<file path="src/eru_pkg.sv">
// Package for the ultrasonic echo ranger: phase codes, status codes,
// register map, distance scaling constants and shared struct types.
// No dependencies.
package eru_pkg;

    // Default build values
    localparam int CLOCKS_PER_US_DEF = 40;
    localparam int WIDTH_BITS_DEF    = 24;

    // Field widths
    localparam int TRIG_W = 16;
    localparam int WAIT_W = 24;
    localparam int LATE_W = 16;
    localparam int PC_W   = 24;
    localparam int DIST_W = 17;
    localparam int REM_W  = 12;

    // Measurement phases
    localparam logic [2:0] PH_IDLE = 3'd0;
    localparam logic [2:0] PH_TRIG = 3'd1;
    localparam logic [2:0] PH_WAIT = 3'd2;
    localparam logic [2:0] PH_SKIP = 3'd3;
    localparam logic [2:0] PH_MEAS = 3'd4;

    // Result status codes
    localparam logic [1:0] ST_OK      = 2'd0;
    localparam logic [1:0] ST_TIMEOUT = 2'd1;
    localparam logic [1:0] ST_BADCH   = 2'd2;

    // Channel that has no sensor
    localparam logic [1:0] CH_INVALID = 2'd3;

    // Register indexes (byte address = 4 * index)
    localparam logic [1:0] REG_TRIG = 2'd0;
    localparam logic [1:0] REG_WAIT = 2'd1;
    localparam logic [1:0] REG_LATE = 2'd2;

    // Register reset values
    localparam logic [TRIG_W-1:0] TRIG_RST = 16'd400;
    localparam logic [WAIT_W-1:0] WAIT_RST = 24'd100000;
    localparam logic [LATE_W-1:0] LATE_RST = 16'd4000;

    // Microseconds to millimeters: mm = us * 759 / 4000
    localparam logic [REM_W:0]    MM_NUM   = 13'd759;
    localparam logic [REM_W:0]    MM_DEN   = 13'd4000;
    localparam logic [DIST_W-1:0] DIST_MAX = 17'd131071;

    typedef struct packed {
        logic [TRIG_W-1:0] trigger_clocks;
        logic [WAIT_W-1:0] echo_wait_limit;
        logic [LATE_W-1:0] late_start_clocks;
    } t_cfg;

    // Commands to the echo width counter
    typedef struct packed {
        logic clear;     // restart from zero
        logic load_one;  // restart with the current tick counted
        logic tick;      // count one more high clock
    } t_cnt_ctl;

    typedef struct packed {
        logic              busy_res;
        logic [DIST_W-1:0] distance_mm;
        logic [1:0]        status;
        logic              done_res;
        logic [2:0]        trigger_lines;
    } t_result;

endpackage

</file>
<file path="src/ultrasonic_echo_ranger.sv">
// Top level of the ultrasonic echo ranger: config registers, sequencer,
// echo width counter and the result register. Depends on eru_pkg.
//
// Each input beat is one sample tick (start request, channel, echo lines)
// and yields exactly one result beat (trigger lines, done, status, distance,
// busy). One beat is accepted every clock while the result side takes
// results; the result register lets a new beat in on the same clock that the
// previous result is taken, and a result that waits holds the input off. The
// result of a beat is registered on the clock that accepts it. The
// distance is kept current while the echo is high (microsecond count and
// scaled remainder), so the falling echo tick reports it with no final
// division step. No clearing pass follows reset.
module ultrasonic_echo_ranger
    import eru_pkg::*;
#(
    parameter int CLOCKS_PER_US = CLOCKS_PER_US_DEF,
    parameter int WIDTH_BITS    = WIDTH_BITS_DEF
) (
    input  logic        i_clk,
    input  logic        i_rst_n,
    // Input beat
    input  logic        i_s_tvalid,
    output logic        o_s_tready,
    input  logic [7:0]  i_s_tdata,   // [0] start_req, [2:1] channel, [5:3] echo_lines
    // Result beat
    output logic        o_m_tvalid,
    input  logic        i_m_tready,
    output logic [23:0] o_m_tdata,   // [2:0] trigger_lines, [3] done_res, [5:4] status,
                                     // [22:6] distance_mm, [23] busy_res
    // Configuration
    input  logic        psel,
    input  logic        penable,
    input  logic        pwrite,
    input  logic [3:0]  paddr,
    input  logic [31:0] pwdata,
    output logic [31:0] prdata,
    output logic        pready
);

    t_cfg              w_cfg;
    t_cnt_ctl          w_cnt_ctl;
    t_result           w_result;
    t_result           r_result;
    logic              r_valid;
    logic              w_accept;
    logic [DIST_W-1:0] w_mm;

    assign o_s_tready = !r_valid || i_m_tready;
    assign w_accept   = i_s_tvalid && o_s_tready;

    eru_regs u_regs (
        .i_clk   (i_clk),
        .i_rst_n (i_rst_n),
        .psel    (psel),
        .penable (penable),
        .pwrite  (pwrite),
        .paddr   (paddr),
        .pwdata  (pwdata),
        .prdata  (prdata),
        .pready  (pready),
        .o_cfg   (w_cfg)
    );

    eru_ctrl u_ctrl (
        .i_clk        (i_clk),
        .i_rst_n      (i_rst_n),
        .i_en         (w_accept),
        .i_cfg        (w_cfg),
        .i_start_req  (i_s_tdata[0]),
        .i_channel    (i_s_tdata[2:1]),
        .i_echo_lines (i_s_tdata[5:3]),
        .i_mm         (w_mm),
        .o_cnt_ctl    (w_cnt_ctl),
        .o_result     (w_result)
    );

    eru_width_cnt #(
        .CLOCKS_PER_US (CLOCKS_PER_US),
        .WIDTH_BITS    (WIDTH_BITS)
    ) u_width_cnt (
        .i_clk   (i_clk),
        .i_rst_n (i_rst_n),
        .i_en    (w_accept),
        .i_ctl   (w_cnt_ctl),
        .o_mm    (w_mm)
    );

    // Hold the result until the downstream side takes it
    always_ff @(posedge i_clk) begin
        if (!i_rst_n) begin
            r_valid <= 1'b0;
        end else if (w_accept) begin
            r_valid <= 1'b1;
        end else if (i_m_tready) begin
            r_valid <= 1'b0;
        end
    end

    always_ff @(posedge i_clk) begin
        if (w_accept) begin
            r_result <= w_result;
        end
    end

    assign o_m_tvalid = r_valid;
    assign o_m_tdata  = {r_result.busy_res, r_result.distance_mm, r_result.status,
                         r_result.done_res, r_result.trigger_lines};

    // A finished measurement leaves the block idle
    a_done_not_busy: assert property (@(posedge i_clk) disable iff (!i_rst_n)
        r_valid && r_result.done_res |-> !r_result.busy_res)
        else $error("done result with busy set");

    // Status and distance only carry meaning with done
    a_quiet_when_not_done: assert property (@(posedge i_clk) disable iff (!i_rst_n)
        r_valid && !r_result.done_res |->
            (r_result.status == ST_OK) && (r_result.distance_mm == '0))
        else $error("status or distance without done");

    // At most one trigger line high, and only while busy
    a_one_trigger: assert property (@(posedge i_clk) disable iff (!i_rst_n)
        r_valid |-> $onehot0(r_result.trigger_lines) &&
            ((r_result.trigger_lines == 3'b000) || r_result.busy_res))
        else $error("bad trigger lines");

    // An accepted beat always produces a result next cycle
    a_accept_gives_result: assert property (@(posedge i_clk) disable iff (!i_rst_n)
        w_accept |=> r_valid)
        else $error("accepted beat lost");

    // A stalled result blocks new input
    a_stall_blocks_input: assert property (@(posedge i_clk) disable iff (!i_rst_n)
        r_valid && !i_m_tready |-> !o_s_tready)
        else $error("input taken over a stalled result");

endmodule

</file>
<file path="src/eru_regs.sv">
// Configuration registers of the echo ranger behind an APB-style port.
// Depends on eru_pkg.
module eru_regs
    import eru_pkg::*;
(
    input  logic        i_clk,
    input  logic        i_rst_n,
    input  logic        psel,
    input  logic        penable,
    input  logic        pwrite,
    input  logic [3:0]  paddr,
    input  logic [31:0] pwdata,
    output logic [31:0] prdata,
    output logic        pready,
    output t_cfg        o_cfg
);

    t_cfg       r_cfg;
    logic [1:0] w_idx;
    logic       w_wr;

    assign w_idx  = paddr[3:2];
    assign w_wr   = psel && penable && pwrite;
    assign pready = 1'b1;
    assign o_cfg  = r_cfg;

    // Write on the access beat
    always_ff @(posedge i_clk) begin
        if (!i_rst_n) begin
            r_cfg.trigger_clocks    <= TRIG_RST;
            r_cfg.echo_wait_limit   <= WAIT_RST;
            r_cfg.late_start_clocks <= LATE_RST;
        end else if (w_wr) begin
            case (w_idx)
                REG_TRIG: r_cfg.trigger_clocks    <= pwdata[TRIG_W-1:0];
                REG_WAIT: r_cfg.echo_wait_limit   <= pwdata[WAIT_W-1:0];
                REG_LATE: r_cfg.late_start_clocks <= pwdata[LATE_W-1:0];
                default:  ;
            endcase
        end
    end

    // Read back
    always_comb begin
        case (w_idx)
            REG_TRIG: prdata = {{(32-TRIG_W){1'b0}}, r_cfg.trigger_clocks};
            REG_WAIT: prdata = {{(32-WAIT_W){1'b0}}, r_cfg.echo_wait_limit};
            REG_LATE: prdata = {{(32-LATE_W){1'b0}}, r_cfg.late_start_clocks};
            default:  prdata = 32'd0;
        endcase
    end

endmodule

</file>
<file path="src/eru_width_cnt.sv">
// Echo width counter: counts echo-high clocks and keeps the distance in
// millimeters up to date step by step, so no divider is needed at the end.
// Depends on eru_pkg.
module eru_width_cnt
    import eru_pkg::*;
#(
    parameter int CLOCKS_PER_US = CLOCKS_PER_US_DEF,
    parameter int WIDTH_BITS    = WIDTH_BITS_DEF
) (
    input  logic              i_clk,
    input  logic              i_rst_n,
    input  logic              i_en,
    input  t_cnt_ctl          i_ctl,
    output logic [DIST_W-1:0] o_mm
);

    localparam int SUB_W = (CLOCKS_PER_US > 1) ? $clog2(CLOCKS_PER_US) : 1;
    localparam logic [SUB_W-1:0] SUB_LAST = SUB_W'(CLOCKS_PER_US - 1);

    logic [WIDTH_BITS-1:0] r_cnt, n_cnt, w_cnt_b;
    logic [SUB_W-1:0]      r_sub, n_sub, w_sub_b;
    logic [REM_W-1:0]      r_rem, n_rem, w_rem_b;
    logic [DIST_W-1:0]     r_mm,  n_mm,  w_mm_b;
    logic [REM_W:0]        w_rem_sum;
    logic                  w_base_zero;

    assign w_base_zero = i_ctl.clear || i_ctl.load_one;
    assign w_cnt_b = w_base_zero ? '0 : r_cnt;
    assign w_sub_b = w_base_zero ? '0 : r_sub;
    assign w_rem_b = w_base_zero ? '0 : r_rem;
    assign w_mm_b  = w_base_zero ? '0 : r_mm;
    assign w_rem_sum = {1'b0, w_rem_b} + MM_NUM;

    // Advance clocks, microseconds and the distance remainder
    always_comb begin
        n_cnt = w_cnt_b;
        n_sub = w_sub_b;
        n_rem = w_rem_b;
        n_mm  = w_mm_b;
        if ((i_ctl.tick || i_ctl.load_one) && (w_cnt_b != {WIDTH_BITS{1'b1}})) begin
            n_cnt = w_cnt_b + 1'b1;
            if (w_sub_b == SUB_LAST) begin
                n_sub = '0;
                if (w_rem_sum >= MM_DEN) begin
                    n_rem = REM_W'(w_rem_sum - MM_DEN);
                    if (w_mm_b != DIST_MAX) begin
                        n_mm = w_mm_b + 1'b1;
                    end
                end else begin
                    n_rem = w_rem_sum[REM_W-1:0];
                end
            end else begin
                n_sub = w_sub_b + 1'b1;
            end
        end
    end

    always_ff @(posedge i_clk) begin
        if (!i_rst_n) begin
            r_cnt <= '0;
            r_sub <= '0;
            r_rem <= '0;
            r_mm  <= '0;
        end else if (i_en) begin
            r_cnt <= n_cnt;
            r_sub <= n_sub;
            r_rem <= n_rem;
            r_mm  <= n_mm;
        end
    end

    assign o_mm = r_mm;

endmodule

</file>
<file path="src/eru_ctrl.sv">
// Ranging sequencer: trigger pulse, echo wait with timeout, late-start skip
// and echo measurement; forms the result of each tick. Depends on eru_pkg.
module eru_ctrl
    import eru_pkg::*;
(
    input  logic              i_clk,
    input  logic              i_rst_n,
    input  logic              i_en,
    input  t_cfg              i_cfg,
    input  logic              i_start_req,
    input  logic [1:0]        i_channel,
    input  logic [2:0]        i_echo_lines,
    input  logic [DIST_W-1:0] i_mm,
    output t_cnt_ctl          o_cnt_ctl,
    output t_result           o_result
);

    logic [2:0]      r_phase, n_phase;
    logic [1:0]      r_chan,  n_chan;
    logic [PC_W-1:0] r_pc,    n_pc;
    logic [PC_W-1:0] w_pc_inc;
    logic [PC_W-1:0] w_trig_len, w_wait_len, w_late;
    logic [3:0]      w_echo_ext;
    logic            w_echo_hi;

    assign w_echo_ext = {1'b0, i_echo_lines};
    assign w_echo_hi  = w_echo_ext[r_chan];
    assign w_pc_inc   = r_pc + 1'b1;
    assign w_late     = PC_W'(i_cfg.late_start_clocks);
    assign w_trig_len = (i_cfg.trigger_clocks == '0) ? PC_W'(1)
                                                     : PC_W'(i_cfg.trigger_clocks);
    assign w_wait_len = (i_cfg.echo_wait_limit == '0) ? PC_W'(1)
                                                      : i_cfg.echo_wait_limit;

    // Step the phase for this tick
    always_comb begin
        n_phase = r_phase;
        n_chan  = r_chan;
        n_pc    = r_pc;
        o_cnt_ctl = '0;
        o_result.done_res    = 1'b0;
        o_result.status      = ST_OK;
        o_result.distance_mm = '0;
        case (r_phase)
            PH_IDLE: begin
                if (i_start_req) begin
                    if (i_channel == CH_INVALID) begin
                        o_result.done_res = 1'b1;
                        o_result.status   = ST_BADCH;
                    end else begin
                        n_chan  = i_channel;
                        n_phase = PH_TRIG;
                        n_pc    = PC_W'(1);
                    end
                end
            end
            PH_TRIG: begin
                if (r_pc >= w_trig_len) begin
                    n_phase = PH_WAIT;
                    n_pc    = '0;
                end else begin
                    n_pc = w_pc_inc;
                end
            end
            PH_WAIT: begin
                if (w_echo_hi) begin
                    if (r_chan == 2'd0 || w_late == '0) begin
                        n_phase = PH_MEAS;
                        o_cnt_ctl.load_one = 1'b1;
                    end else begin
                        n_pc = PC_W'(1);
                        if (w_late == PC_W'(1)) begin
                            n_phase = PH_MEAS;
                            o_cnt_ctl.clear = 1'b1;
                        end else begin
                            n_phase = PH_SKIP;
                        end
                    end
                end else begin
                    n_pc = w_pc_inc;
                    if (w_pc_inc >= w_wait_len) begin
                        o_result.done_res = 1'b1;
                        o_result.status   = ST_TIMEOUT;
                        n_phase = PH_IDLE;
                        n_pc    = '0;
                    end
                end
            end
            PH_SKIP: begin
                n_pc = w_pc_inc;
                if (w_pc_inc >= w_late) begin
                    n_phase = PH_MEAS;
                    o_cnt_ctl.clear = 1'b1;
                end
            end
            PH_MEAS: begin
                if (w_echo_hi) begin
                    o_cnt_ctl.tick = 1'b1;
                end else begin
                    o_result.done_res    = 1'b1;
                    o_result.distance_mm = i_mm;
                    n_phase = PH_IDLE;
                    n_pc    = '0;
                end
            end
            default: begin
                n_phase = PH_IDLE;
                n_pc    = '0;
            end
        endcase
        o_result.trigger_lines = (n_phase == PH_TRIG) ? (3'b001 << n_chan) : 3'b000;
        o_result.busy_res      = (n_phase != PH_IDLE);
    end

    always_ff @(posedge i_clk) begin
        if (!i_rst_n) begin
            r_phase <= PH_IDLE;
            r_chan  <= 2'd0;
            r_pc    <= '0;
        end else if (i_en) begin
            r_phase <= n_phase;
            r_chan  <= n_chan;
            r_pc    <= n_pc;
        end
    end

endmodule
</file>
<file path="config.mk">
export PLATFORM = sky130hd
export DESIGN_NAME = ultrasonic_echo_ranger
export DESIGN_NICKNAME = d
export VERILOG_FILES = /design/src/eru_pkg.sv /design/src/ultrasonic_echo_ranger.sv /design/src/eru_regs.sv /design/src/eru_width_cnt.sv /design/src/eru_ctrl.sv
export SDC_FILE = /design/constraint.sdc
export NUM_CORES = 1
export LEC_CHECK = 0
export ABC_AREA = 0
export BUFFER_PORTS_ARGS = -buffer_cell sky130_fd_sc_hd__buf_2
export CORE_MARGIN = 1.5
export CORE_UTILIZATION = 50
export DETAILED_ROUTE_END_ITERATION = 10
export PLACE_DENSITY = 0.69
export REMOVE_ABC_BUFFERS = 1
export SLEW_MARGIN = 30
export SYNTH_ARGS = -nofsm -noshare
export SYNTH_HDL_FRONTEND = slang
export SYNTH_SLANG_ARGS = --single-unit
</file>
<file path="constraint.sdc">
create_clock -name i_clk -period 8 [get_ports i_clk]
set_input_delay 0.8 -clock i_clk [delete_from_list [all_inputs] [get_ports i_clk]]
set_output_delay 0.8 -clock i_clk [all_outputs]
set_load 0.005 [all_outputs]
</file>
==> impl_metrics.py <==
metrics = {
    "clock_network": {
        "cts_max_level": 4,
        "cts_max_path_buffers": 2,
        "cts_resized": 0,
        "insertion_delay_ns": 0.43,
        "cts_tree": "done",
        "cts_setup_buffers": 0,
        "cts_buffers": 17,
        "clkTransAtPathRegs_ns": 0.08,
        "postCtsHoldBufs": 0,
        "cts-root-buf": "clkbuf_16",
        "cts.sink_count": 169,
    },
    "floorplan": {
        "core_mm2": 0.0204,
        "dieArea_mm2": 0.0218,
        "row_count": 52,
        "io_pins": 110,
        "die_h_um": 148,
        "start_util_pct": 51.4,
        "die_x_um": 148,
    },
    "global_routing": {
        "grt_max_degree": 65,
        "antenna_found_initial": 0,
        "grt_pass1_vias": 9047,
        "grt_remaining_overflow": 0,
        "grt_usage_pct": 26.2,
        "grt_pass1_wl_um": 46100,
    },
    "route": {
        "first_pass_iters": 5,
        "drt_iter0_drc": 735,
        "route.detailed.drc": 0,
        "ant_nets": 0,
        "wl_per_cell_um": 17.2,
        "vias": 9655,
        "finalWirelength_um": 28200,
        "via_per_inst": 5.89,
    },
    "sta": {
        "tns_ns": 0,
        "rsz0062_at_grt": "no",
        "hold_ws_ns": 0.484,
        "max_slew_margin_pct": 39.9,
        "fin_skew_ns": 0.0130,
        "finalSetupViolations": 0,
        "layout_setup_ws_ns": 1.44,
        "slew_violations": 0,
        "fin_crit_sh_pct": 81.9,
        "finalHoldViolCount": 0,
        "worstMarginPinSlew_ns": 0.901,
        "timing.fmax_ghz": 0.153,
        "period_needed_ns": 6.56,
    },
    "synth": {
        "synth_area_leaders": "dfxtp_1, nand2_1, ha_1",
        "synth_area_per_cell_um2": 7.99,
        "ys_warn_count": 0,
        "yosysSeqAreaShare_pct": 34.6,
        "yosysTopAreaCell": "dfxtp_1",
        "post_synth_num_cell_types": 81,
        "netlist_area_mm2": 0.0105,
        "postSynthCellCount": 1309,
        "yosys_register_bits": 169,
        "synth_common_cells": "nand2_1, dfxtp_1, a21oi_1",
        "synth-edff-count": 24,
        "synth_top_area_share_pct": 27.7,
        "yosysMostFrequentCell": "nand2_1",
        "synth_ff_type": "dfxtp_1",
        "async_flop_share_pct": 0,
    },
    "final_layout": {
        "design_area_mm2": 0.0116,
        "final_nets": 1469,
        "drive_above_1_share_pct": 11.5,
        "area_growth_pct": 10.8,
        "num_antenna_cells": 0,
    },
    "power": {
        "leakagePower_nw": 4.60,
        "p_per_area_mw_per_mm2": 161,
        "p_total_mw": 1.86,
        "peakVddDrop_mv": 0.144,
    },
    "place": {
        "dp_worst_setup_slack_ns": 1.58,
        "dp_hpwl_um": 20000,
        "portBuffers": 88,
        "place_area_mm2": 0.0110,
        "place_congestion": 0.865,
    },
    "worst_setup_path": {
        "cp_max_fo": 8,
        "crit_arrival_ns": 6.93,
        "critPathLaunchType": "flip-flop",
        "cp-end-kind": "flip-flop",
        "reg2reg_from": "u_ctrl.r_pc[0]",
        "cp-startpoint": "u_ctrl.r_pc[0]",
        "crit_type": "reg -> reg",
        "worst_ep_required_time_ns": 8.38,
        "regToRegSetupSlack_ns": 1.44,
    },
    "min_path": {
        "timing.hold.worst.start": "u_ctrl.r_pc[21]",
        "hold_path_class": "reg -> reg",
    },
    "run_status": {
        "status": "finished, final reports clean",
    },
    "job": {
        "drv_cap": 0,
    },
}
[cells in the final DEF (no fill, tap or decap), drive strengths merged, types with 14 or more instances in the layout]
master and count:
a21oi 97, nor3 28, nand2 211, mux2i 20, nor4 27, ha 63
nand3 43, dfxtp 145, and2 40, xor2 14, nor2 66, clkbuf 18
o21a 14, buf 101, edfxtp 24, inv 78, nand4 34, o21ai 54
nand2b 26, xnor2 30, o211ai 23, a21o 19
[worst paths after layout]
kind | to | depth (start not counted)
worst min register to register | u_ctrl.r_pc[21] | 2
worst min-delay path | u_ctrl.r_pc[21] | 2
worst max register to register | u_width_cnt.o_mm[12] | 25
worst max-delay path | u_width_cnt.o_mm[12] | 25
[final cells by class]
cell class	count	area, um2
Tap cell	270	338
Clock buffer	18	429
Multi-Input combinational cell	995	6260
Timing Repair Buffer	101	542
Fill cell	1916	8770
Sequential cell	169	3620
Inverter	71	267
Clock inverter	14	136
[kinds of logic after synthesis]
kind of cell               after synthesis  synth area share, %
adders and majority gates               63                 7.53
xor gates and xnor gates                44                 3.68
AOI/OAI and AO/OA                      308                 19.7
muxes                                   21                 2.02
other                                    2               0.0718
buffers and inverters                  152                 6.02
and+or+nand+nor                        550                 26.3
DFF                                    169                 34.6
[flip-flops by register name, indices dropped and copies added (netlist names)]
register and flops:
u_width_cnt.o_mm 17, u_width_cnt.r_rem 12, u_ctrl.r_chan 2, u_regs.o_cfg 56, u_width_cnt.r_sub 6, u_width_cnt.r_cnt 24, o_m_tdata 24, u_ctrl.r_phase 3
o_m_tvalid 1, u_ctrl.r_pc 24
[per-stage QoR]
stage               util (%)  cells
floorplan                  -   1235
global placement        54.0   1605
detailed placement      54.1   1606
CTS                     56.9   1638
global route            56.9   1638
finish                  56.9   1638
[report_power, final]
group	internal, mW	leakage, nW	total, mW	switching (mW)
combinational	0.0507	2.92	0.161	0.110
clock	0.437	0.276	0.813	0.377
sequential	0.875	1.41	0.887	0.0124
total	1.36	4.60	1.86	0.499
[layer usage]
| layer | vias up | part of all wire (%) | track usage, % |
|---|---|---|---|
| met3 | 28 | 5.1 | 3.92 |
| met4 | 0 | 1.2 | 6.95 |
| li1 | 4776 | - | - |
| met1 | 4563 | 47 | 35.9 |
| met2 | 288 | 47 | 43.2 |
| met5 | - | 0 | 0 |
[critical path, cell delays in order, from the launching register on]
cell and delay, ns:
dfxtp_1 0.51, ha_1 0.26, nand3_1 0.22, nor2_1 0.35
nand2_1 0.21, nor2_1 0.15, xor2_1 0.32, ha_1 0.19
nand4_1 0.10, nor2_1 0.17, o211ai_1 0.11, o2111a_1 0.28
nand4_1 0.41, nand2_1 0.21, nand2_1 0.14, ha_1 0.21
nand2b_1 0.14, a211oi_1 0.30, xor2_1 0.26, nor2_1 0.07
ha_1 0.21, o21ai_0 0.15, a31o_1 0.46, o2111ai_1 0.43
a2111oi_0 0.49, nand2b_1 0.15
Note: power is estimated with default switching activity, not from simulation.
